File: src/rtl/core/binary_content_detector_assert.svh
// Assertion helpers for the binary content detector.
// Both forms sample on i_clk and stay quiet while i_rst_n is low.
`ifndef BINARY_CONTENT_DETECTOR_ASSERT_SVH
`define BINARY_CONTENT_DETECTOR_ASSERT_SVH

// Same-cycle implication.
`define BCD_ASSERT_NOW(label, ante, cons, msg) \
    label: assert property (@(posedge i_clk) disable iff (!i_rst_n) \
        (ante) |-> (cons)) else $error(msg);

// Next-cycle implication.
`define BCD_ASSERT_NEXT(label, ante, cons, msg) \
    label: assert property (@(posedge i_clk) disable iff (!i_rst_n) \
        (ante) |=> (cons)) else $error(msg);

`endif

File: src/rtl/core/bcd_pkg.sv
`timescale 1ns / 1ps

package bcd_pkg;

    localparam int unsigned CAUSE_W = 3;
    localparam int unsigned TOTAL_W = 10;

    typedef logic [CAUSE_W-1:0] t_cause;

    localparam t_cause CAUSE_EMPTY      = 3'd0;
    localparam t_cause CAUSE_UTF8_MARK  = 3'd1;
    localparam t_cause CAUSE_PDF_HEADER = 3'd2;
    localparam t_cause CAUSE_ZERO_BYTE  = 3'd3;
    localparam t_cause CAUSE_RATIO_BIN  = 3'd4;
    localparam t_cause CAUSE_RATIO_TEXT = 3'd5;

    localparam int unsigned MARK_LEN = 3;
    localparam int unsigned PDF_LEN  = 5;

    // Expected byte of the UTF-8 byte order mark at a given offset.
    function automatic logic [7:0] mark_byte(input logic [1:0] idx);
        logic [7:0] b;
        case (idx)
            2'd0:    b = 8'hEF;
            2'd1:    b = 8'hBB;
            default: b = 8'hBF;
        endcase
        return b;
    endfunction

    // Expected byte of the "%PDF-" header at a given offset.
    function automatic logic [7:0] pdf_byte(input logic [2:0] idx);
        logic [7:0] b;
        case (idx)
            3'd0:    b = 8'h25;
            3'd1:    b = 8'h50;
            3'd2:    b = 8'h44;
            3'd3:    b = 8'h46;
            default: b = 8'h2D;
        endcase
        return b;
    endfunction

    // Control bytes 0-5 and 15-31, stray continuation bytes and lead bytes of 240 and up.
    function automatic logic odd_byte(input logic [7:0] b);
        return (b <= 8'd5) || (b >= 8'd15 && b <= 8'd31) ||
               (b >= 8'd128 && b <= 8'd191) || (b >= 8'd240);
    endfunction

endpackage

File: src/rtl/core/binary_content_detector.sv
`timescale 1ns / 1ps
// Path: a closing item accepted into the input register passes the update logic and
//   then the result register behind o_out_valid; an occupied result slot can hold it back.
// Throughput: one item per cycle; the single per-byte update of the counters is
//   the only work, so nothing but a stalled output slot holds the input back.
// Reset (synchronous, i_rst_n low): both valid flags drop and all buffer state
//   returns to its start values; no clearing pass is needed.

`include "binary_content_detector_assert.svh"

module binary_content_detector #(
    parameter int unsigned SAMPLE_LIMIT = 512
) (
    input  logic                          i_clk,
    input  logic                          i_rst_n,
    // input channel
    input  logic                          i_in_valid,
    output logic                          o_in_ready,
    input  logic [7:0]                    i_data_byte,
    input  logic                          i_carries_byte,
    input  logic                          i_last,
    // result channel
    output logic                          o_out_valid,
    input  logic                          i_out_ready,
    output logic                          o_binary,
    output bcd_pkg::t_cause               o_cause,
    output logic [bcd_pkg::TOTAL_W-1:0]   o_suspicious_total
);

    // Byte counter saturates at SAMPLE_LIMIT, so it needs room for that value.
    localparam int unsigned SeenW = $clog2(SAMPLE_LIMIT + 1);
    // count*10 needs four more bits than the count.
    localparam int unsigned CmpW  = SeenW + 4;

    // ------------------------------------------------------------------
    // Input register
    // ------------------------------------------------------------------
    logic       r_in_valid;
    logic [7:0] r_in_byte;
    logic       r_in_carries;
    logic       r_in_last;

    // ------------------------------------------------------------------
    // Per-buffer state
    // ------------------------------------------------------------------
    logic [SeenW-1:0] r_seen,   n_seen;
    logic [SeenW-1:0] r_count,  n_count;
    logic [1:0]       r_pend,   n_pend;
    logic             r_malf,   n_malf;
    logic             r_zero,   n_zero;
    logic             r_mark,   n_mark;
    logic             r_pdf,    n_pdf;

    // ------------------------------------------------------------------
    // Result register
    // ------------------------------------------------------------------
    logic                        r_out_valid;
    logic                        r_out_binary,  n_out_binary;
    bcd_pkg::t_cause             r_out_cause,   n_out_cause;
    logic [bcd_pkg::TOTAL_W-1:0] r_out_total,   n_out_total;

    logic             out_free;
    logic             advance;
    logic [CmpW-1:0]  count_x10;
    logic             ratio_bin;

    // Terms for the checks at the end.
    logic             chk_text_out;
    logic             chk_fixed_out;
    logic             chk_counts_ok;
    logic             chk_verdict;
    logic             chk_state_clear;

    // A buffered item moves on unless it closes a buffer and the result
    // slot is still occupied.
    assign out_free   = !r_out_valid || i_out_ready;
    assign advance    = r_in_valid && (!r_in_last || out_free);
    assign o_in_ready = !r_in_valid || advance;

    // Take one byte into the running state.
    always_comb begin
        n_seen  = r_seen;
        n_count = r_count;
        n_pend  = r_pend;
        n_malf  = r_malf;
        n_zero  = r_zero;
        n_mark  = r_mark;
        n_pdf   = r_pdf;

        if (r_in_carries) begin
            // Header matching only looks at the leading bytes.
            if (r_seen < SeenW'(bcd_pkg::MARK_LEN) &&
                r_in_byte != bcd_pkg::mark_byte(r_seen[1:0])) begin
                n_mark = 1'b0;
            end
            if (r_seen < SeenW'(bcd_pkg::PDF_LEN) &&
                r_in_byte != bcd_pkg::pdf_byte(r_seen[2:0])) begin
                n_pdf = 1'b0;
            end

            // Past the sample the length is already saturated: drop the byte.
            if (r_seen < SeenW'(SAMPLE_LIMIT)) begin
                if (r_in_byte == 8'd0) begin
                    n_zero = 1'b1;
                end
                if (r_pend != 2'd0) begin
                    // Continuation byte of a multibyte group.
                    n_malf = r_malf || (r_in_byte[7:6] != 2'b10);
                    n_pend = r_pend - 2'd1;
                    if (n_pend == 2'd0 && n_malf) begin
                        n_count = r_count + SeenW'(1);
                    end
                end else if (r_in_byte >= 8'd192 && r_in_byte < 8'd224) begin
                    n_pend = 2'd1;
                    n_malf = 1'b0;
                end else if (r_in_byte >= 8'd224 && r_in_byte < 8'd240) begin
                    n_pend = 2'd2;
                    n_malf = 1'b0;
                end else if (bcd_pkg::odd_byte(r_in_byte)) begin
                    n_count = r_count + SeenW'(1);
                end
                n_seen = r_seen + SeenW'(1);
            end
        end
    end

    // count*10 as two shifts and one add.
    assign count_x10 = (CmpW'(n_count) << 3) + (CmpW'(n_count) << 1);
    assign ratio_bin = count_x10 > CmpW'(n_seen);

    // Verdict in priority order, taken from the state after this item.
    always_comb begin
        n_out_binary = 1'b0;
        n_out_total  = '0;
        if (n_seen == '0) begin
            n_out_cause = bcd_pkg::CAUSE_EMPTY;
        end else if (n_mark && n_seen >= SeenW'(bcd_pkg::MARK_LEN)) begin
            n_out_cause = bcd_pkg::CAUSE_UTF8_MARK;
        end else if (n_pdf && n_seen >= SeenW'(bcd_pkg::PDF_LEN)) begin
            n_out_binary = 1'b1;
            n_out_cause  = bcd_pkg::CAUSE_PDF_HEADER;
        end else if (n_zero) begin
            n_out_binary = 1'b1;
            n_out_cause  = bcd_pkg::CAUSE_ZERO_BYTE;
        end else begin
            n_out_total = bcd_pkg::TOTAL_W'(n_count);
            if (ratio_bin) begin
                n_out_binary = 1'b1;
                n_out_cause  = bcd_pkg::CAUSE_RATIO_BIN;
            end else begin
                n_out_cause  = bcd_pkg::CAUSE_RATIO_TEXT;
            end
        end
    end

    // Input register: load whenever the slot is free.
    always_ff @(posedge i_clk) begin
        if (!i_rst_n) begin
            r_in_valid <= 1'b0;
        end else if (o_in_ready) begin
            r_in_valid <= i_in_valid;
        end
    end

    always_ff @(posedge i_clk) begin
        if (o_in_ready && i_in_valid) begin
            r_in_byte    <= i_data_byte;
            r_in_carries <= i_carries_byte;
            r_in_last    <= i_last;
        end
    end

    // Buffer state: advance on each processed item, clear after a verdict.
    always_ff @(posedge i_clk) begin
        if (!i_rst_n || (advance && r_in_last)) begin
            r_seen  <= '0;
            r_count <= '0;
            r_pend  <= 2'd0;
            r_malf  <= 1'b0;
            r_zero  <= 1'b0;
            r_mark  <= 1'b1;
            r_pdf   <= 1'b1;
        end else if (advance) begin
            r_seen  <= n_seen;
            r_count <= n_count;
            r_pend  <= n_pend;
            r_malf  <= n_malf;
            r_zero  <= n_zero;
            r_mark  <= n_mark;
            r_pdf   <= n_pdf;
        end
    end

    // Result register: hold until taken.
    always_ff @(posedge i_clk) begin
        if (!i_rst_n) begin
            r_out_valid <= 1'b0;
        end else if (advance && r_in_last) begin
            r_out_valid <= 1'b1;
        end else if (i_out_ready) begin
            r_out_valid <= 1'b0;
        end
    end

    always_ff @(posedge i_clk) begin
        if (advance && r_in_last) begin
            r_out_binary <= n_out_binary;
            r_out_cause  <= n_out_cause;
            r_out_total  <= n_out_total;
        end
    end

    assign o_out_valid        = r_out_valid;
    assign o_binary           = r_out_binary;
    assign o_cause            = r_out_cause;
    assign o_suspicious_total = r_out_total;

    // ------------------------------------------------------------------
    // Checks
    // ------------------------------------------------------------------
    assign chk_text_out    = o_out_valid && (o_cause == bcd_pkg::CAUSE_EMPTY ||
                                             o_cause == bcd_pkg::CAUSE_UTF8_MARK ||
                                             o_cause == bcd_pkg::CAUSE_RATIO_TEXT);
    assign chk_fixed_out   = o_out_valid && o_cause != bcd_pkg::CAUSE_RATIO_BIN &&
                             o_cause != bcd_pkg::CAUSE_RATIO_TEXT;
    assign chk_counts_ok   = r_count <= r_seen && r_seen <= SeenW'(SAMPLE_LIMIT);
    assign chk_verdict     = advance && r_in_last;
    assign chk_state_clear = r_seen == '0 && r_pend == 2'd0 && r_mark && r_pdf;

    `BCD_ASSERT_NOW(a_text_causes, chk_text_out, !o_binary, "binary verdict on text cause")
    `BCD_ASSERT_NOW(a_total_only_ratio, chk_fixed_out, o_suspicious_total == '0, "stray count")
    `BCD_ASSERT_NOW(a_count_bounds, 1'b1, chk_counts_ok, "counter out of range")
    `BCD_ASSERT_NEXT(a_clear_after_verdict, chk_verdict, chk_state_clear, "state not cleared")

endmodule
File: config.mk
export PLATFORM = sky130hd
export DESIGN_NAME = binary_content_detector
export DESIGN_NICKNAME = d
export VERILOG_FILES = /design/src/rtl/core/bcd_pkg.sv /design/src/rtl/core/binary_content_detector.sv
export VERILOG_INCLUDE_DIRS = /design/src /design/src/rtl/core
export SDC_FILE = /design/constraint.sdc
export NUM_CORES = 1
export LEC_CHECK = 0
export BUFFER_PORTS_ARGS = -buffer_cell sky130_fd_sc_hd__buf_2
export CORE_UTILIZATION = 45
export CTS_BUF_LIST = sky130_fd_sc_hd__clkbuf_4 sky130_fd_sc_hd__clkbuf_8 sky130_fd_sc_hd__clkbuf_16
export DETAILED_ROUTE_END_ITERATION = 7
export RECOVER_POWER = 50
export SLEW_MARGIN = 20
export SYNTH_ARGS = -nofsm -noshare
export SYNTH_HDL_FRONTEND = slang
export SYNTH_SLANG_ARGS = --single-unit
File: constraint.sdc
create_clock -name i_clk -period 4.45 [get_ports i_clk]
set_input_delay 1.335 -clock i_clk [delete_from_list [all_inputs] [get_ports i_clk]]
set_output_delay 1.335 -clock i_clk [all_outputs]
set_load 0.05 [all_outputs]
# == Word level (Yosys, flattened, before mapping) ==
# Index checks and enable logic that the tools add are counted.
# op_classes
shifts,0
n_addsub,4
mux,35
n_eq_ne,7
n_reduce_logical,35
multipliers,0
n_lt_le_gt_ge,16
bitwise_logic,0
n_div,0
# ops
cell,count
10-bit 2-to-1 mux,9
"8-bit greater-or-equal comparator, second input constant",4
7-bit case mux with 4 select lines,1
"10-bit by 1-bit adder with 10-bit output, second input constant",2
1-bit 2-to-1 mux,17
"8-bit less-than comparator, second input constant",2
8-bit 2-to-1 mux,2
8-bit != test,2
13-bit by 11-bit adder with 14-bit output,1
14-bit by 10-bit greater-than comparator with 1-bit output,1
7-bit case mux with 2 select lines,1
1-bit logical AND,12
"10-bit by 2-bit greater-or-equal comparator with 1-bit output, second input constant",1
"10-bit by 3-bit greater-or-equal comparator with 1-bit output, second input constant",1
10-bit logical NOT,1
"10-bit less-than comparator, second input constant",1
"10-bit by 2-bit less-than comparator with 1-bit output, second input constant",1
"10-bit by 3-bit less-than comparator with 1-bit output, second input constant",1
2-bit 2-to-1 mux,5
"8-bit by 4-bit greater-or-equal comparator with 1-bit output, second input constant",1
"8-bit by 3-bit less-or-equal comparator with 1-bit output, second input constant",1
"8-bit by 5-bit less-or-equal comparator with 1-bit output, second input constant",1
"8-bit less-or-equal comparator, second input constant",1
8-bit logical NOT,1
14 further kinds,27
# word_totals
word_cells,114
latchBits,0
mem_bits_ro,0
mem_bits_rw,0
input_bits,14
regBits,52
output_inout_bits,16
mem_count,0

# == Longest topological paths before layout ==
# Gate-level depths: netlist of run 1.
# logic_depth
word_depth,17
mapped_depth,21
ltp_nobuf,20

# == Least setup slack after synthesis of run 1 ==
# Ideal clock, no wire load.
# synth_timing
path_kind,flip-flop to flip-flop
startpoint,reg r_in_byte[6]
endpoint,"reg r_out_cause[0], in the netlist o_cause[0] (data pin)"
stages_incl_launch_ff,21
slack_ns,0.520
arrival_time_ns,3.676
setup_time_ns,0.254
t_required_ns,4.196
synth_period_minus_slack_ns,3.930
path_buffers,1
path_cell_list,edfxtp_1 buf_2 nor3b_1 o32ai_2 o211a_2 nand2_1 xnor2_1 ha_1 fa_1 a21o_1 a21oi_1 o21bai_1 a21oi_1 xnor2_1 ha_1 nand4_1 a31oi_1 o22ai_1 nand2_1 nor3_1 o21a_1
# synth_between
elab_chain_cells,17
word_cells_on_any_way,47
classes_between,add/sub: 1; order compare: 11; eq/ne: 3; mux: 18; reduce/logical: 14
# synth_rtl
item,line_no,text
start: declaration,binary_content_detector.sv:39,logic [7:0] r_in_byte;
start signal: assignment,binary_content_detector.sv:167,r_in_byte <= i_data_byte;
8-bit by 4-bit greater-or-equal comparator with 1-bit output / 8-bit by 5-bit less-or-equal comparator with 1-bit output (equally long branches),bcd_pkg.sv:46,return (b <= 8'd5) || (b >= 8'd15 && b <= 8'd31) ||
1-bit logical AND,bcd_pkg.sv:46,
1-bit logical OR (2 in series),bcd_pkg.sv:46,
1-bit logical OR,bcd_pkg.sv:47,(b >= 8'd128 && b <= 8'd191) || (b >= 8'd240);
10-bit 2-to-1 mux,binary_content_detector.sv:119,end else if (bcd_pkg::odd_byte(r_in_byte)) begin
10-bit 2-to-1 mux,binary_content_detector.sv:116,end else if (r_in_byte >= 8'd224 && r_in_byte < 8'd240) begin
10-bit 2-to-1 mux,binary_content_detector.sv:113,end else if (r_in_byte >= 8'd192 && r_in_byte < 8'd224) begin
10-bit 2-to-1 mux *,binary_content_detector.sv:106,if (r_pend != 2'd0) begin
10-bit 2-to-1 mux *,binary_content_detector.sv:102,if (r_seen < SeenW'(SAMPLE_LIMIT)) begin
10-bit 2-to-1 mux *,binary_content_detector.sv:90,if (r_in_carries) begin
net n_count[2],binary_content_detector.sv:47,"logic [SeenW-1:0] r_count, n_count;"
13-bit by 11-bit adder with 14-bit output *,binary_content_detector.sv:128,assign count_x10 = (CmpW'(n_count) << 3) + (CmpW'(n_count) << 1);
14-bit by 10-bit greater-than comparator with 1-bit output *,binary_content_detector.sv:129,assign ratio_bin = count_x10 > CmpW'(n_seen);
1-bit 2-to-1 mux *,binary_content_detector.sv:147,if (ratio_bin) begin
2-bit 2-to-1 mux *,binary_content_detector.sv:142,end else if (n_zero) begin
2-bit 2-to-1 mux *,binary_content_detector.sv:139,end else if (n_pdf && n_seen >= SeenW'(bcd_pkg::PDF_LEN)) begin
1-bit 2-to-1 mux *,binary_content_detector.sv:137,end else if (n_mark && n_seen >= SeenW'(bcd_pkg::MARK_LEN)) begin
end signal: assignment,binary_content_detector.sv:208,r_out_cause <= n_out_cause;
end: declaration,binary_content_detector.sv:59,"bcd_pkg::t_cause r_out_cause, n_out_cause;"
# The timed path passes the listed nets; every way through them passes the cells marked *.
# A chain may end at the register's enable or synchronous reset.

# == Final worst setup path of run 1 ==
# layout_timing
startpoint,reg r_in_byte[4]
endpoint,"reg r_out_cause[0], in the netlist o_cause[0] (data pin)"
# layout_between
elab_chain_cells,17
word_cells_on_any_way,43
classes_between,add/sub: 1; order compare: 11; eq/ne: 2; mux: 17; reduce/logical: 12
# layout_rtl
item,line_no
8-bit by 4-bit greater-or-equal comparator with 1-bit output / 8-bit by 5-bit less-or-equal comparator with 1-bit output (equally long branches),bcd_pkg.sv:46
1-bit logical AND,bcd_pkg.sv:46
1-bit logical OR (2 in series),bcd_pkg.sv:46
1-bit logical OR,bcd_pkg.sv:47
10-bit 2-to-1 mux,binary_content_detector.sv:119
10-bit 2-to-1 mux,binary_content_detector.sv:116
10-bit 2-to-1 mux *,binary_content_detector.sv:113
10-bit 2-to-1 mux *,binary_content_detector.sv:106
10-bit 2-to-1 mux *,binary_content_detector.sv:102
10-bit 2-to-1 mux *,binary_content_detector.sv:90
net n_count[2],binary_content_detector.sv:47
13-bit by 11-bit adder with 14-bit output *,binary_content_detector.sv:128
14-bit by 10-bit greater-than comparator with 1-bit output *,binary_content_detector.sv:129
1-bit 2-to-1 mux *,binary_content_detector.sv:147
2-bit 2-to-1 mux *,binary_content_detector.sv:142
2-bit 2-to-1 mux *,binary_content_detector.sv:139
1-bit 2-to-1 mux *,binary_content_detector.sv:137
# Marked as above.

==> metrics.txt, run 1 <==
# TYPE chip_impl_metric gauge
chip_impl_metric{name="final.period_utilization",unit=""} 0.946
chip_impl_metric{name="clock_power_share",unit=""} 0.337
chip_impl_info{name="crit_type",value="flop to flop"} 1
chip_impl_metric{name="setup-violations-final",unit=""} 0
chip_impl_metric{name="ir_drop",unit="V"} 0.000172
chip_impl_metric{name="timing.critical_path.arrival",unit="ns"} 4.28
chip_impl_metric{name="place_area",unit="um^2"} 3810
chip_impl_metric{name="seqPwrFrac",unit=""} 0.512
chip_impl_metric{name="synth_cell_type_count",unit=""} 71
chip_impl_metric{name="global_route.usage.total",unit=""} 0.195
chip_impl_metric{name="remaining_drc_errors",unit=""} 0
chip_impl_metric{name="fmaxAchievable",unit="MHz"} 238
chip_impl_metric{name="met3_usage",unit=""} 0.0318
chip_impl_info{name="synth_area_leader_cell",value="edfxtp_1"} 1
chip_impl_metric{name="clkLatencyLatePin",unit="ns"} 0.31
chip_impl_metric{name="syn-cell-area",unit="um^2"} 3580
chip_impl_metric{name="max-clock-path-buffers",unit=""} 2
chip_impl_metric{name="clock_tree_sinks",unit=""} 52
chip_impl_metric{name="wire_length_of_the_first_global_routing_pass",unit="um"} 12900
chip_impl_metric{name="postLayoutCoreUtil",unit=""} 0.517
chip_impl_metric{name="core-area",unit="um^2"} 7690
chip_impl_metric{name="ant_nets",unit=""} 0
chip_impl_metric{name="num-nets-final",unit=""} 452
chip_impl_info{name="ys_dominant_reg_cell",value="dfxtp_1"} 1
chip_impl_metric{name="mappedNetlistNets",unit=""} 421
chip_impl_info{name="setup.worst_path.end_class",value="flop"} 1
chip_impl_metric{name="gr-total-overflow",unit=""} 0
chip_impl_metric{name="flow.area_growth_from_synthesis",unit="%"} 11.1
chip_impl_metric{name="dr.first_iter.drc_count",unit=""} 157
chip_impl_metric{name="fraction_of_synthesis_flops_using_an_asynchronous_set_or_reset_pin",unit=""} 0
chip_impl_metric{name="net_switching_fraction_of_the_power",unit=""} 0.271
chip_impl_info{name="post-synth-top-count-cell",value="nor2_1"} 1
chip_impl_metric{name="totalWireLength",unit="um"} 7820
chip_impl_metric{name="clock_tree.htree_level_count",unit=""} 2
chip_impl_info{name="cp-start-kind",value="flop"} 1
chip_impl_metric{name="vias_per_cell",unit=""} 5.51
chip_impl_metric{name="detailed_place_hpwl",unit="um"} 5840
chip_impl_metric{name="synth_enable_flop_cells",unit=""} 24
chip_impl_metric{name="via_count",unit=""} 2838
chip_impl_metric{name="worst_slack_placed",unit="ns"} 0.120
chip_impl_info{name="status",value="finished, final reports clean"} 1
chip_impl_metric{name="grt_start_max_net_pins",unit=""} 18
chip_impl_metric{name="finalWorstPathRequiredPeriod",unit="ns"} 4.21
chip_impl_metric{name="p_comb_frac",unit=""} 0.151
chip_impl_metric{name="starting_utilization_of_the_core_area",unit=""} 0.465
chip_impl_metric{name="synth-seq-area-share",unit=""} 0.358
chip_impl_metric{name="timing.reg2reg.worst_path_depth",unit=""} 19
chip_impl_metric{name="design.die.area",unit="um^2"} 8310
chip_impl_metric{name="rows",unit=""} 32
chip_impl_metric{name="gp_routability_congestion",unit=""} 0.861
chip_impl_info{name="root_buffer",value="clkbuf_8"} 1
chip_impl_info{name="commonest_cells_in_the_synthesized_netlist",value="48 x nor2_1, 28 x dfxtp_1, 25 x ha_1"} 1
chip_impl_metric{name="flip_flop_and_latch_count_after_synthesis",unit=""} 52
chip_impl_metric{name="timing_max_transition_violations_final",unit=""} 0
chip_impl_metric{name="cts_inserted_buffers",unit=""} 5
chip_impl_metric{name="design.portCount",unit=""} 30
chip_impl_metric{name="synth.yosys.warnings",unit=""} 0
chip_impl_metric{name="dieHeight",unit="um"} 91.1
chip_impl_metric{name="power",unit="mW"} 1.03
chip_impl_metric{name="cp.required",unit="ns"} 4.52
chip_impl_metric{name="reported_max_cap_violation_count",unit=""} 0
chip_impl_metric{name="first_global_vias",unit=""} 2701
chip_impl_metric{name="crit_fanout",unit=""} 5
chip_impl_metric{name="p_int",unit="mW"} 0.748
chip_impl_metric{name="skew",unit="ns"} 0.00513
chip_impl_metric{name="layout_cells_sized_above_1",unit=""} 0.157
chip_impl_metric{name="clk_pin_slew",unit="ns"} 0.10
chip_impl_metric{name="p_leak",unit="nW"} 1.50
chip_impl_metric{name="placement.io_buffers",unit=""} 29
chip_impl_metric{name="detailedRoute.firstPassIterationCount",unit=""} 4
chip_impl_metric{name="globalRouteMet1Util",unit=""} 0.268
chip_impl_metric{name="antenna_found_initial",unit=""} 0
chip_impl_metric{name="synth_cells",unit=""} 381
chip_impl_metric{name="maxSlewHeadroom",unit=""} 0.303
chip_impl_metric{name="power_per_cell_area",unit="nW/um^2"} 258
chip_impl_metric{name="worst-slew-pin-transition",unit="ns"} 1.04
chip_impl_info{name="netlist_top_cells_area",value="edfxtp_1 20%, dfxtp_1 16%, ha_1 8.7%"} 1
chip_impl_info{name="clock_tree_from_tritoncts",value="built"} 1
chip_impl_metric{name="timing_hold_violations_final",unit=""} 0
chip_impl_metric{name="timing.hold.worst_path_depth",unit=""} 2
chip_impl_metric{name="wl_per_cell",unit="um"} 15.2
chip_impl_metric{name="fin_ws",unit="ns"} 0.242
chip_impl_metric{name="post_synth.cell_area_avg",unit="um^2"} 9.39
chip_impl_info{name="hp-class",value="flop to flop"} 1
chip_impl_metric{name="synth_top_area_share",unit=""} 0.202
chip_impl_metric{name="n_antenna_cell",unit=""} 0
chip_impl_metric{name="design_area",unit="um^2"} 3970
chip_impl_info{name="grt_most_used_layer",value="met2"} 1
chip_impl_metric{name="switching_power",unit="mW"} 0.278
chip_impl_metric{name="fp.dieW",unit="um"} 91.1
chip_impl_metric{name="globalRouteMet2Util",unit=""} 0.315
-- power by group through the flow --
stage | Combinational [mW] | Clock (mW) | Sequential [mW]
4_1_cts | 0.149 | 0.351 | 0.526
5_1_grt | 0.169 | 0.369 | 0.527
3_5_place_dp | 0.148 | 0 | 0.537
6_report | 0.155 | 0.346 | 0.525
2_1_floorplan | 0.108 | 0 | 0.543
3_3_place_gp | 0.146 | 0 | 0.537
-- per-stage QoR --
step                instances  hold slack, ns  TNS, ns
global placement          502           0.469        0
floorplan                 381           0.444        0
global route              515           0.534  -0.0104
finish                    515           0.495        0
detailed placement        502           0.471        0
CTS                       510           0.496        0
-- metal layers --
layer / vias to the layer above / share of wire / wire [um]
met1: 1333 / 0.50 / 3900
met5: - / 0 / 0
met3: 12 / 0.034 / 263
met2: 59 / 0.45 / 3540
met4: 0 / 0.015 / 121
li1: 1434 / - / -
-- critical path, cell delays in order, from the launching register on --
cell and delay (ns):
edfxtp_1 0.43, and3b_1 0.23, o32ai_4 0.31, o211a_2 0.27
nand2_1 0.12, xnor2_1 0.20, ha_1 0.26, fa_1 0.40
a21o_1 0.20, a21oi_2 0.17, o21bai_1 0.08, a21oi_1 0.19
xnor2_1 0.09, ha_1 0.30, nand4_1 0.12, a31oi_1 0.17
o22ai_1 0.10, nand2_1 0.08, nor3_2 0.05, o21a_1 0.20
-- timing repair --
action                     in CTS  in global routing
hold buffers                    0                  0
setup endpoints to repair       0                  2
gates resized for setup         0                  5
setup buffers                   0                  5
-- area by class of cell --
| class | instances | area (um^2) |
|---|---|---|
| Fill cell | 764 | 3720 |
| Multi-Input combinational cell | 300 | 2190 |
| Sequential cell | 52 | 1280 |
| Timing Repair Buffer | 41 | 216 |
| Tap cell | 102 | 128 |
| Clock buffer | 6 | 76.3 |
| Inverter | 12 | 45.0 |
| Clock inverter | 2 | 38.8 |
-- cells in the final DEF, fill, tap and decap left out, types with 3 or more instances in the layout --
master and instances:
clkbuf_1 15, nor2b_4 8, nor4_1 4, inv_1 11, o21a_1 4, nor3_1 10, buf_4 12, clkbuf_8 5
xnor2_1 23, nor2_1 48, buf_2 14, nand4_1 8, edfxtp_1 24, a31oi_1 4, mux2i_1 5, and3_1 4
ha_1 25, nor4_2 3, dfxtp_1 28, nand3_1 14, nand2_1 24, o21ai_0 14, xor2_1 15, a21o_1 4
or3_1 7, a211oi_1 5, nand2b_1 4, nor2b_1 7, a21oi_1 11
-- path summary, 6_finish.rpt --
check,startpoint,endpoint,slack [ns]
worst min-delay path,r_mark,r_mark,0.49
worst max register to register,r_in_byte[4],o_cause[0],0.24
worst max-delay path,r_in_byte[4],o_cause[0],0.24
worst min register to register,r_mark,r_mark,0.49
-- flip-flops by register name (all words and copies together), names as in the netlist --
name and flops:
r_in_last 1, r_pdf 1, o_out_valid 1, o_cause 3, r_in_byte 8, r_zero 1, r_count 10, r_pend 2
o_binary 1, r_malf 1, r_seen 10, o_suspicious_total 10, r_in_valid 1, r_in_carries 1, r_mark 1
-- cell families after synthesis --
family / Yosys count / synth area share
and+or+nand+nor: 158 / 0.250
AOI/OAI and AO/OA: 72 / 0.149
DFF: 52 / 0.358
xor gates and xnor gates: 38 / 0.0931
buffers and inverters: 29 / 0.0392
adders and majority gates: 26 / 0.0931
muxes: 6 / 0.0171
No activity file was read; power rests on OpenSTA's default activity.
==> run 2: changes to the inputs <==
==> constraint.sdc (replaced) <==
create_clock -name i_clk -period 4.45 [get_ports i_clk]
set_input_delay 0.89 -clock i_clk [delete_from_list [all_inputs] [get_ports i_clk]]
set_output_delay 0.89 -clock i_clk [all_outputs]
set_load 0.05 [all_outputs]
==> run 2 against run 1 <==
Sequential power is essentially flat. Clock power is essentially flat. Worst setup slack improved by 0.0061 ns. Count of clock-buffer cells in the layout unchanged. Register-to-register slack barely moved. Global-route usage increased by 0.75 points. Power about the same. Flip-flop and latch count unchanged. Hold slack improved by 0.0060 ns. Non-clock buffer count is 1 higher. Critical path depth did not move. Routed wire length increased by 1.3%. Largest cell class unchanged.
==> metrics.txt, run 2 (synthesis gave the netlist of run 1 again) <==
# TYPE chip_impl_metric gauge
chip_impl_info{name="hp-class",value="flop to flop"} 1
chip_impl_metric{name="worst_slack_placed",unit="ns"} 0.0784
chip_impl_metric{name="power_per_cell_area",unit="nW/um^2"} 257
chip_impl_metric{name="totalWireLength",unit="um"} 7920
chip_impl_info{name="commonest_non_fill_non_tap_cells_in_the_layout",value="48 x nor2_1, 28 x dfxtp_1, 25 x ha_1"} 1
chip_impl_metric{name="max-clock-path-buffers",unit=""} 2
chip_impl_metric{name="timing.hold.worst_path_depth",unit=""} 1
chip_impl_metric{name="gp_routability_congestion",unit=""} 0.857
chip_impl_metric{name="grt_start_max_net_pins",unit=""} 27
chip_impl_metric{name="rows",unit=""} 32
chip_impl_metric{name="postLayoutCoreUtil",unit=""} 0.519
chip_impl_metric{name="p_leak",unit="nW"} 1.51
chip_impl_info{name="crit_type",value="flop to flop"} 1
chip_impl_metric{name="global_route.usage.total",unit=""} 0.202
chip_impl_metric{name="skew",unit="ns"} 0.00876
chip_impl_metric{name="num-nets-final",unit=""} 453
chip_impl_metric{name="layoutNonFillerInstCount",unit=""} 516
chip_impl_metric{name="crit_fanout",unit=""} 5
chip_impl_metric{name="timing_max_transition_violations_final",unit=""} 0
chip_impl_metric{name="gr-total-overflow",unit=""} 0
chip_impl_metric{name="clock_tree_sinks",unit=""} 52
chip_impl_metric{name="worst-slew-pin-transition",unit="ns"} 1.06
chip_impl_metric{name="power",unit="mW"} 1.03
chip_impl_metric{name="ctsHoldBuffers",unit=""} 0
chip_impl_info{name="layout.cells.most_common",value="nor2_1"} 1
chip_impl_metric{name="wire_length_of_the_first_global_routing_pass",unit="um"} 13400
chip_impl_metric{name="fin_ws",unit="ns"} 0.248
chip_impl_metric{name="flow.area_growth_from_synthesis",unit="%"} 11.7
chip_impl_info{name="setup.worst_path.end_class",value="flop"} 1
chip_impl_info{name="root_buffer",value="clkbuf_8"} 1
chip_impl_info{name="rsz0062_at_grt",value="no"} 1
chip_impl_metric{name="ir_drop",unit="V"} 0.000157
chip_impl_info{name="hold_start",value="r_pdf"} 1
chip_impl_metric{name="first_global_vias",unit=""} 2755
chip_impl_metric{name="cts_inserted_buffers",unit=""} 5
chip_impl_metric{name="seqPwrFrac",unit=""} 0.511
chip_impl_info{name="critical_path.reg2reg.startpoint",value="r_in_byte[4]"} 1
chip_impl_metric{name="cp.required",unit="ns"} 4.53
chip_impl_metric{name="detailed_place_hpwl",unit="um"} 5760
chip_impl_metric{name="placement.io_buffers",unit=""} 29
chip_impl_metric{name="dr.first_iter.drc_count",unit=""} 160
chip_impl_metric{name="starting_utilization_of_the_core_area",unit=""} 0.465
chip_impl_metric{name="ant_nets",unit=""} 0
chip_impl_metric{name="clock_tree.htree_level_count",unit=""} 2
chip_impl_metric{name="design.die.area",unit="um^2"} 8310
chip_impl_metric{name="design.portCount",unit=""} 30
chip_impl_metric{name="core-area",unit="um^2"} 7690
chip_impl_info{name="startpoint",value="r_in_byte[4]"} 1
chip_impl_metric{name="final.period_utilization",unit=""} 0.944
chip_impl_metric{name="timing.reg2reg.worst_path_depth",unit=""} 19
chip_impl_info{name="status",value="finished, final reports clean"} 1
chip_impl_metric{name="clock_power_share",unit=""} 0.337
chip_impl_metric{name="timing.setup.tns",unit="ns"} 0
chip_impl_info{name="cp-start-kind",value="flop"} 1
chip_impl_metric{name="reported_max_cap_violation_count",unit=""} 0
chip_impl_info{name="clock_tree_from_tritoncts",value="built"} 1
chip_impl_metric{name="p_int",unit="mW"} 0.748
chip_impl_metric{name="placedCellCount",unit=""} 501
chip_impl_metric{name="maxSlewHeadroom",unit=""} 0.291
chip_impl_metric{name="finalWorstPathRequiredPeriod",unit="ns"} 4.20
chip_impl_metric{name="clkLatencyLatePin",unit="ns"} 0.32
chip_impl_metric{name="timing_hold_violations_final",unit=""} 0
chip_impl_metric{name="switching_power",unit="mW"} 0.279
chip_impl_metric{name="fp.dieW",unit="um"} 91.1
chip_impl_metric{name="timing.critical_path.arrival",unit="ns"} 4.28
chip_impl_metric{name="fmaxAchievable",unit="MHz"} 238
chip_impl_metric{name="setup-violations-final",unit=""} 0
chip_impl_metric{name="via_count",unit=""} 2825
chip_impl_metric{name="dieHeight",unit="um"} 91.1
chip_impl_metric{name="p_comb_frac",unit=""} 0.152
chip_impl_metric{name="remaining_drc_errors",unit=""} 0
chip_impl_metric{name="wl_per_cell",unit="um"} 15.4
chip_impl_metric{name="layout_cells_sized_above_1",unit=""} 0.167
chip_impl_metric{name="vias_per_cell",unit=""} 5.47
chip_impl_metric{name="n_antenna_cell",unit=""} 0
chip_impl_metric{name="net_switching_fraction_of_the_power",unit=""} 0.271
chip_impl_metric{name="detailedRoute.firstPassIterationCount",unit=""} 4
chip_impl_metric{name="antenna_found_initial",unit=""} 0
chip_impl_metric{name="clk_pin_slew",unit="ns"} 0.10
==> run 2: cell count changes in the layout (fill, tap and decap cells not counted) <==
cell,change
buf_4,+1
nand2b_1,-1
nand2b_2,+1
o21bai_1,-1
o21bai_2,+1
xor2_1,-1
xor2_2,+1
==> run 2: power by group through the flow <==
| stage | registers, mW | clock network [mW] | logic, mW |
|---|---|---|---|
| final | 0.525 | 0.346 | 0.156 |
| after global routing | 0.527 | 0.371 | 0.173 |
| after CTS | 0.526 | 0.355 | 0.149 |
| after detailed placement | 0.537 | 0 | 0.148 |
| after global placement | 0.537 | 0 | 0.146 |
| after floorplan | 0.543 | 0 | 0.108 |
==> run 2: path summary, 6_finish.rpt <==
check | slack [ns] | to
worst max-delay path | 0.25 | o_cause[0]
worst min-delay path | 0.50 | r_pdf
worst max register to register | 0.25 | o_cause[0]
worst min register to register | 0.50 | r_pdf
==> run 2: timing repair <==
item / 4_1_cts / 5_1_grt
setup endpoints to repair: 0 / 2
gates resized for setup: 0 / 7
buffers inserted: 0 / 7
==> run 2: metrics by stage <==
stage	hold WS (ns)	cell area (um^2)
after floorplan	0.444	3580
after global placement	0.469	3800
after detailed placement	0.472	3800
after CTS	0.501	3910
after global routing	0.527	3990
final	0.501	3990
==> run 2: area by class of cell <==
cell class	count	area, um^2
Timing Repair Buffer	42	224
Sequential cell	52	1280
Clock buffer	6	76.3
Clock inverter	2	38.8
Inverter	12	45.0
Tap cell	102	128
Fill cell	756	3690
Multi-Input combinational cell	300	2200
==> run 2: per-layer routing <==
layer  GRT usage  vias up  share of wire
met5           0        -              0
met4      0.0516        0         0.0086
met3      0.0285        6          0.038
met2       0.321       64           0.45
met1       0.289     1313           0.51
li1            -     1442              -
==> run 2: critical path, cell delays in order (launching register included) <==
cell and delay [ns]:
edfxtp_1 0.43, and3b_1 0.23, o32ai_4 0.30, o211a_2 0.27, nand2_1 0.12, xnor2_1 0.20, ha_1 0.27, fa_1 0.40
a21o_1 0.19, a21oi_2 0.18, o21bai_1 0.08, a21oi_1 0.17, xnor2_1 0.09, ha_1 0.30, nand4_1 0.12, a31oi_1 0.16
o22ai_1 0.10, nand2_1 0.09, nor3_2 0.05, o21a_1 0.20
==> run 3: changes to the inputs <==
Settings changed: ABC_AREA set to 1, CORE_ASPECT_RATIO set to 0.8.
==> run 3 against run 2 <==
Synthesized cell count increased by 15%. Utilization fell by 0.058 points. Sequential share of layout area is 1.3 points higher. Combinational power rose by 89%. Routed wire length down 4.2%. Design area is 3.9% lower. Critical path type unchanged. Critical endpoint unchanged. Largest power group unchanged. Highest routed layer unchanged.
==> metrics.txt, run 3 <==
# TYPE chip_impl_metric gauge
chip_impl_info{name="rsz0062_at_grt",value="no"} 1
chip_impl_metric{name="global_route.usage.total",unit=""} 0.203
chip_impl_metric{name="timing.setup.tns",unit="ns"} 0
chip_impl_metric{name="detailed_place_hpwl",unit="um"} 5870
chip_impl_metric{name="fin_ws",unit="ns"} 0.472
chip_impl_metric{name="max-clock-path-buffers",unit=""} 2
chip_impl_info{name="layout.cells.most_common",value="nand2_1"} 1
chip_impl_metric{name="dieHeight",unit="um"} 80.2
chip_impl_metric{name="post_synth.cell_area_avg",unit="um^2"} 7.85
chip_impl_metric{name="synth.yosys.warnings",unit=""} 0
chip_impl_info{name="startpoint",value="r_in_byte[7]"} 1
chip_impl_metric{name="setup-violations-final",unit=""} 0
chip_impl_metric{name="wire_length_of_the_first_global_routing_pass",unit="um"} 12700
chip_impl_metric{name="clkLatencyLatePin",unit="ns"} 0.31
chip_impl_metric{name="r2r_setup_slack",unit="ns"} 0.47
chip_impl_info{name="setup.worst_path.end_class",value="flop"} 1
chip_impl_metric{name="finalWorstPathRequiredPeriod",unit="ns"} 3.98
chip_impl_info{name="status",value="finished, final reports clean"} 1
chip_impl_info{name="commonest_non_fill_non_tap_cells_in_the_layout",value="90 x nand2_1, 55 x inv_1, 36 x nor2_1"} 1
chip_impl_metric{name="ir_drop",unit="V"} 0.000145
chip_impl_metric{name="dr.first_iter.drc_count",unit=""} 130
chip_impl_metric{name="worst-slew-pin-transition",unit="ns"} 0.757
chip_impl_metric{name="clk_pin_slew",unit="ns"} 0.11
chip_impl_metric{name="cts_inserted_buffers",unit=""} 5
chip_impl_metric{name="p_leak",unit="nW"} 1.71
chip_impl_metric{name="mappedNetlistNets",unit=""} 478
chip_impl_metric{name="final-seq-area",unit="um^2"} 1280
chip_impl_metric{name="placement.io_buffers",unit=""} 29
chip_impl_info{name="hp-class",value="flop to flop"} 1
chip_impl_metric{name="grt_start_max_net_pins",unit=""} 24
chip_impl_metric{name="flip_flop_and_latch_count_after_synthesis",unit=""} 52
chip_impl_metric{name="layout_cells_sized_above_1",unit=""} 0.161
chip_impl_metric{name="clock_tree_sinks",unit=""} 52
chip_impl_metric{name="fp.dieW",unit="um"} 99.7
chip_impl_metric{name="skew",unit="ns"} 0.0116
chip_impl_metric{name="synth_enable_flop_cells",unit=""} 24
chip_impl_metric{name="fmaxAchievable",unit="MHz"} 251
chip_impl_metric{name="final.period_utilization",unit=""} 0.894
chip_impl_info{name="critPathCapture",value="o_cause[0]"} 1
chip_impl_info{name="synth_area_leader_cell",value="edfxtp_1"} 1
chip_impl_metric{name="power_per_cell_area",unit="nW/um^2"} 294
chip_impl_metric{name="ant_nets",unit=""} 0
chip_impl_metric{name="wl_per_cell",unit="um"} 13.0
chip_impl_info{name="crit_type",value="flop to flop"} 1
chip_impl_metric{name="n_antenna_cell",unit=""} 0
chip_impl_info{name="cp-start-kind",value="flop"} 1
chip_impl_metric{name="fraction_of_synthesis_flops_using_an_asynchronous_set_or_reset_pin",unit=""} 0
chip_impl_metric{name="antenna_found_initial",unit=""} 0
chip_impl_metric{name="gp_routability_congestion",unit=""} 0.898
chip_impl_metric{name="synth_cells",unit=""} 438
chip_impl_info{name="post-synth-top-count-cell",value="nand2_1"} 1
chip_impl_info{name="clock_tree_from_tritoncts",value="built"} 1
chip_impl_info{name="critical_path.reg2reg.startpoint",value="r_in_byte[7]"} 1
chip_impl_metric{name="crit_fanout",unit=""} 5
chip_impl_metric{name="via_count",unit=""} 2935
chip_impl_metric{name="final.fill_count",unit=""} 746
chip_impl_metric{name="synth_top_area_share",unit=""} 0.210
chip_impl_metric{name="placedCellCount",unit=""} 572
chip_impl_metric{name="vias_per_cell",unit=""} 5.03
chip_impl_metric{name="design.die.area",unit="um^2"} 7990
chip_impl_metric{name="reported_max_cap_violation_count",unit=""} 0
chip_impl_info{name="netlist_top_cells_area",value="edfxtp_1 21%, dfxtp_1 16%, nand2_1 9.9%"} 1
chip_impl_metric{name="starting_utilization_of_the_core_area",unit=""} 0.465
chip_impl_metric{name="maxSlewHeadroom",unit=""} 0.494
chip_impl_metric{name="totalWireLength",unit="um"} 7590
chip_impl_info{name="commonest_cells_in_the_synthesized_netlist",value="91 x nand2_1, 57 x inv_1, 36 x nor2_1"} 1
chip_impl_metric{name="core-area",unit="um^2"} 7390
chip_impl_metric{name="num-nets-final",unit=""} 518
chip_impl_metric{name="worst_slack_placed",unit="ns"} 0.293
chip_impl_metric{name="detailedRoute.firstPassIterationCount",unit=""} 4
chip_impl_metric{name="flow.area_growth_from_synthesis",unit="%"} 11.6
chip_impl_metric{name="timing_hold_violations_final",unit=""} 0
chip_impl_info{name="root_buffer",value="clkbuf_8"} 1
chip_impl_metric{name="synth_cell_type_count",unit=""} 43
chip_impl_metric{name="timing.reg2reg.worst_path_depth",unit=""} 27
chip_impl_metric{name="gr-total-overflow",unit=""} 0
chip_impl_metric{name="design.portCount",unit=""} 30
chip_impl_metric{name="cp.required",unit="ns"} 4.62
chip_impl_metric{name="syn-cell-area",unit="um^2"} 3440
chip_impl_metric{name="layoutNonFillerInstCount",unit=""} 584
chip_impl_metric{name="synth-seq-area-share",unit=""} 0.373
chip_impl_info{name="ys_dominant_reg_cell",value="dfxtp_1"} 1
chip_impl_info{name="regToRegEndpoint",value="o_cause[0]"} 1
chip_impl_metric{name="rows",unit=""} 28
chip_impl_metric{name="hold_ws",unit="ns"} 0.470
chip_impl_metric{name="clock_tree.htree_level_count",unit=""} 2
chip_impl_metric{name="timing.critical_path.arrival",unit="ns"} 4.15
chip_impl_metric{name="multi_input_area",unit="um^2"} 1870
chip_impl_metric{name="remaining_drc_errors",unit=""} 0
chip_impl_metric{name="timing_max_transition_violations_final",unit=""} 0
chip_impl_metric{name="first_global_vias",unit=""} 2635
[run 3: cell count changes in the layout (fill, tap and decap cells not counted), moves of 5 or more]
| cell | delta |
|---|---|
| nand2_1 | +66 |
| mux2i_1 | -5 |
| o21ai_0 | +14 |
| inv_2 | +7 |
| nor2b_1 | -7 |
| or3_1 | -7 |
| nor2_1 | -12 |
| nor2_4 | +9 |
| nor2b_4 | -8 |
| xnor2_1 | -21 |
| nand2_2 | +6 |
| a21oi_1 | +18 |
| inv_1 | +44 |
[run 3: routing by layer]
metal	up-vias	GRT usage	part of all wire
met4	0	0.0544	0.015
met3	11	0.0322	0.040
li1	1534	-	-
met5	-	0	0
met2	51	0.312	0.42
met1	1339	0.293	0.52
[run 3: metrics by stage]
step	utilization	area, um^2	total power, mW
floorplan	-	3440	0.781
global placement	0.504	3720	0.836
detailed placement	0.504	3720	0.843
CTS	0.516	3810	1.13
global route	0.519	3830	1.19
finish	0.519	3830	1.13
[run 3: final cells by class]
type	instances	share of cell area
Multi-Input combinational cell	313	0.487
Sequential cell	52	0.334
Timing Repair Buffer	42	0.0581
Clock buffer	5	0.0179
Tap cell	105	0.0343
Inverter	64	0.0630
Clock inverter	3	0.00555
[run 3: worst min path at each step]
stage	startpoint	to	slack, ns	cells after the start
floorplan	r_mark	r_mark	0.43	1
global placement	r_mark	r_mark	0.44	1
detailed placement	r_mark	r_mark	0.44	1
CTS	r_mark	r_mark	0.47	1
global route	r_mark	r_mark	0.51	1
finish	r_mark	r_mark	0.47	1
[run 3: what timing repair did]
item	CTS	global route
setup endpoints to repair	0	2
setup buffers	0	4
resized for setup	0	9
hold buffers	0	0
[run 3: where the power goes]
part	switching, mW	internal [mW]
clock network	0.175	0.112
registers	0.0187	0.525
logic	0.192	0.103
[run 3: worst max-delay path, stage by stage, from the launching register on]
cell and delay (ns):
edfxtp_1 0.45, inv_2 0.11, nor3_1 0.06, nor3_1 0.23, nor2_1 0.11, nor2_1 0.13, nand2_2 0.11, or2_2 0.28
o21ai_1 0.11, inv_1 0.11, fa_2 0.39, nand3_1 0.08, nand2_1 0.08, nand2_1 0.07, nand2_1 0.06, a21oi_2 0.15
xnor2_1 0.08, ha_1 0.30, nand2_1 0.08, nor2_1 0.14, nand4_1 0.11, nand2_1 0.08, nand2_1 0.04, a21oi_1 0.11
nand4_1 0.12, nand2_1 0.09, nand2_1 0.05, a21oi_1 0.11
[run 3: cells by family (layout without fill, tap and decap cells)]
group | count (synthesis) | count (layout) | share of synthesized area
AND/OR/NAND/NOR | 188 | 188 | 0.261
AO/OA/AOI/OAI | 85 | 85 | 0.144
buffers and inverters | 73 | 114 | 0.0874
flip-flops | 52 | 52 | 0.373
adder cells (fa/ha/maj) | 26 | 26 | 0.0968
XOR/XNOR | 14 | 14 | 0.0379
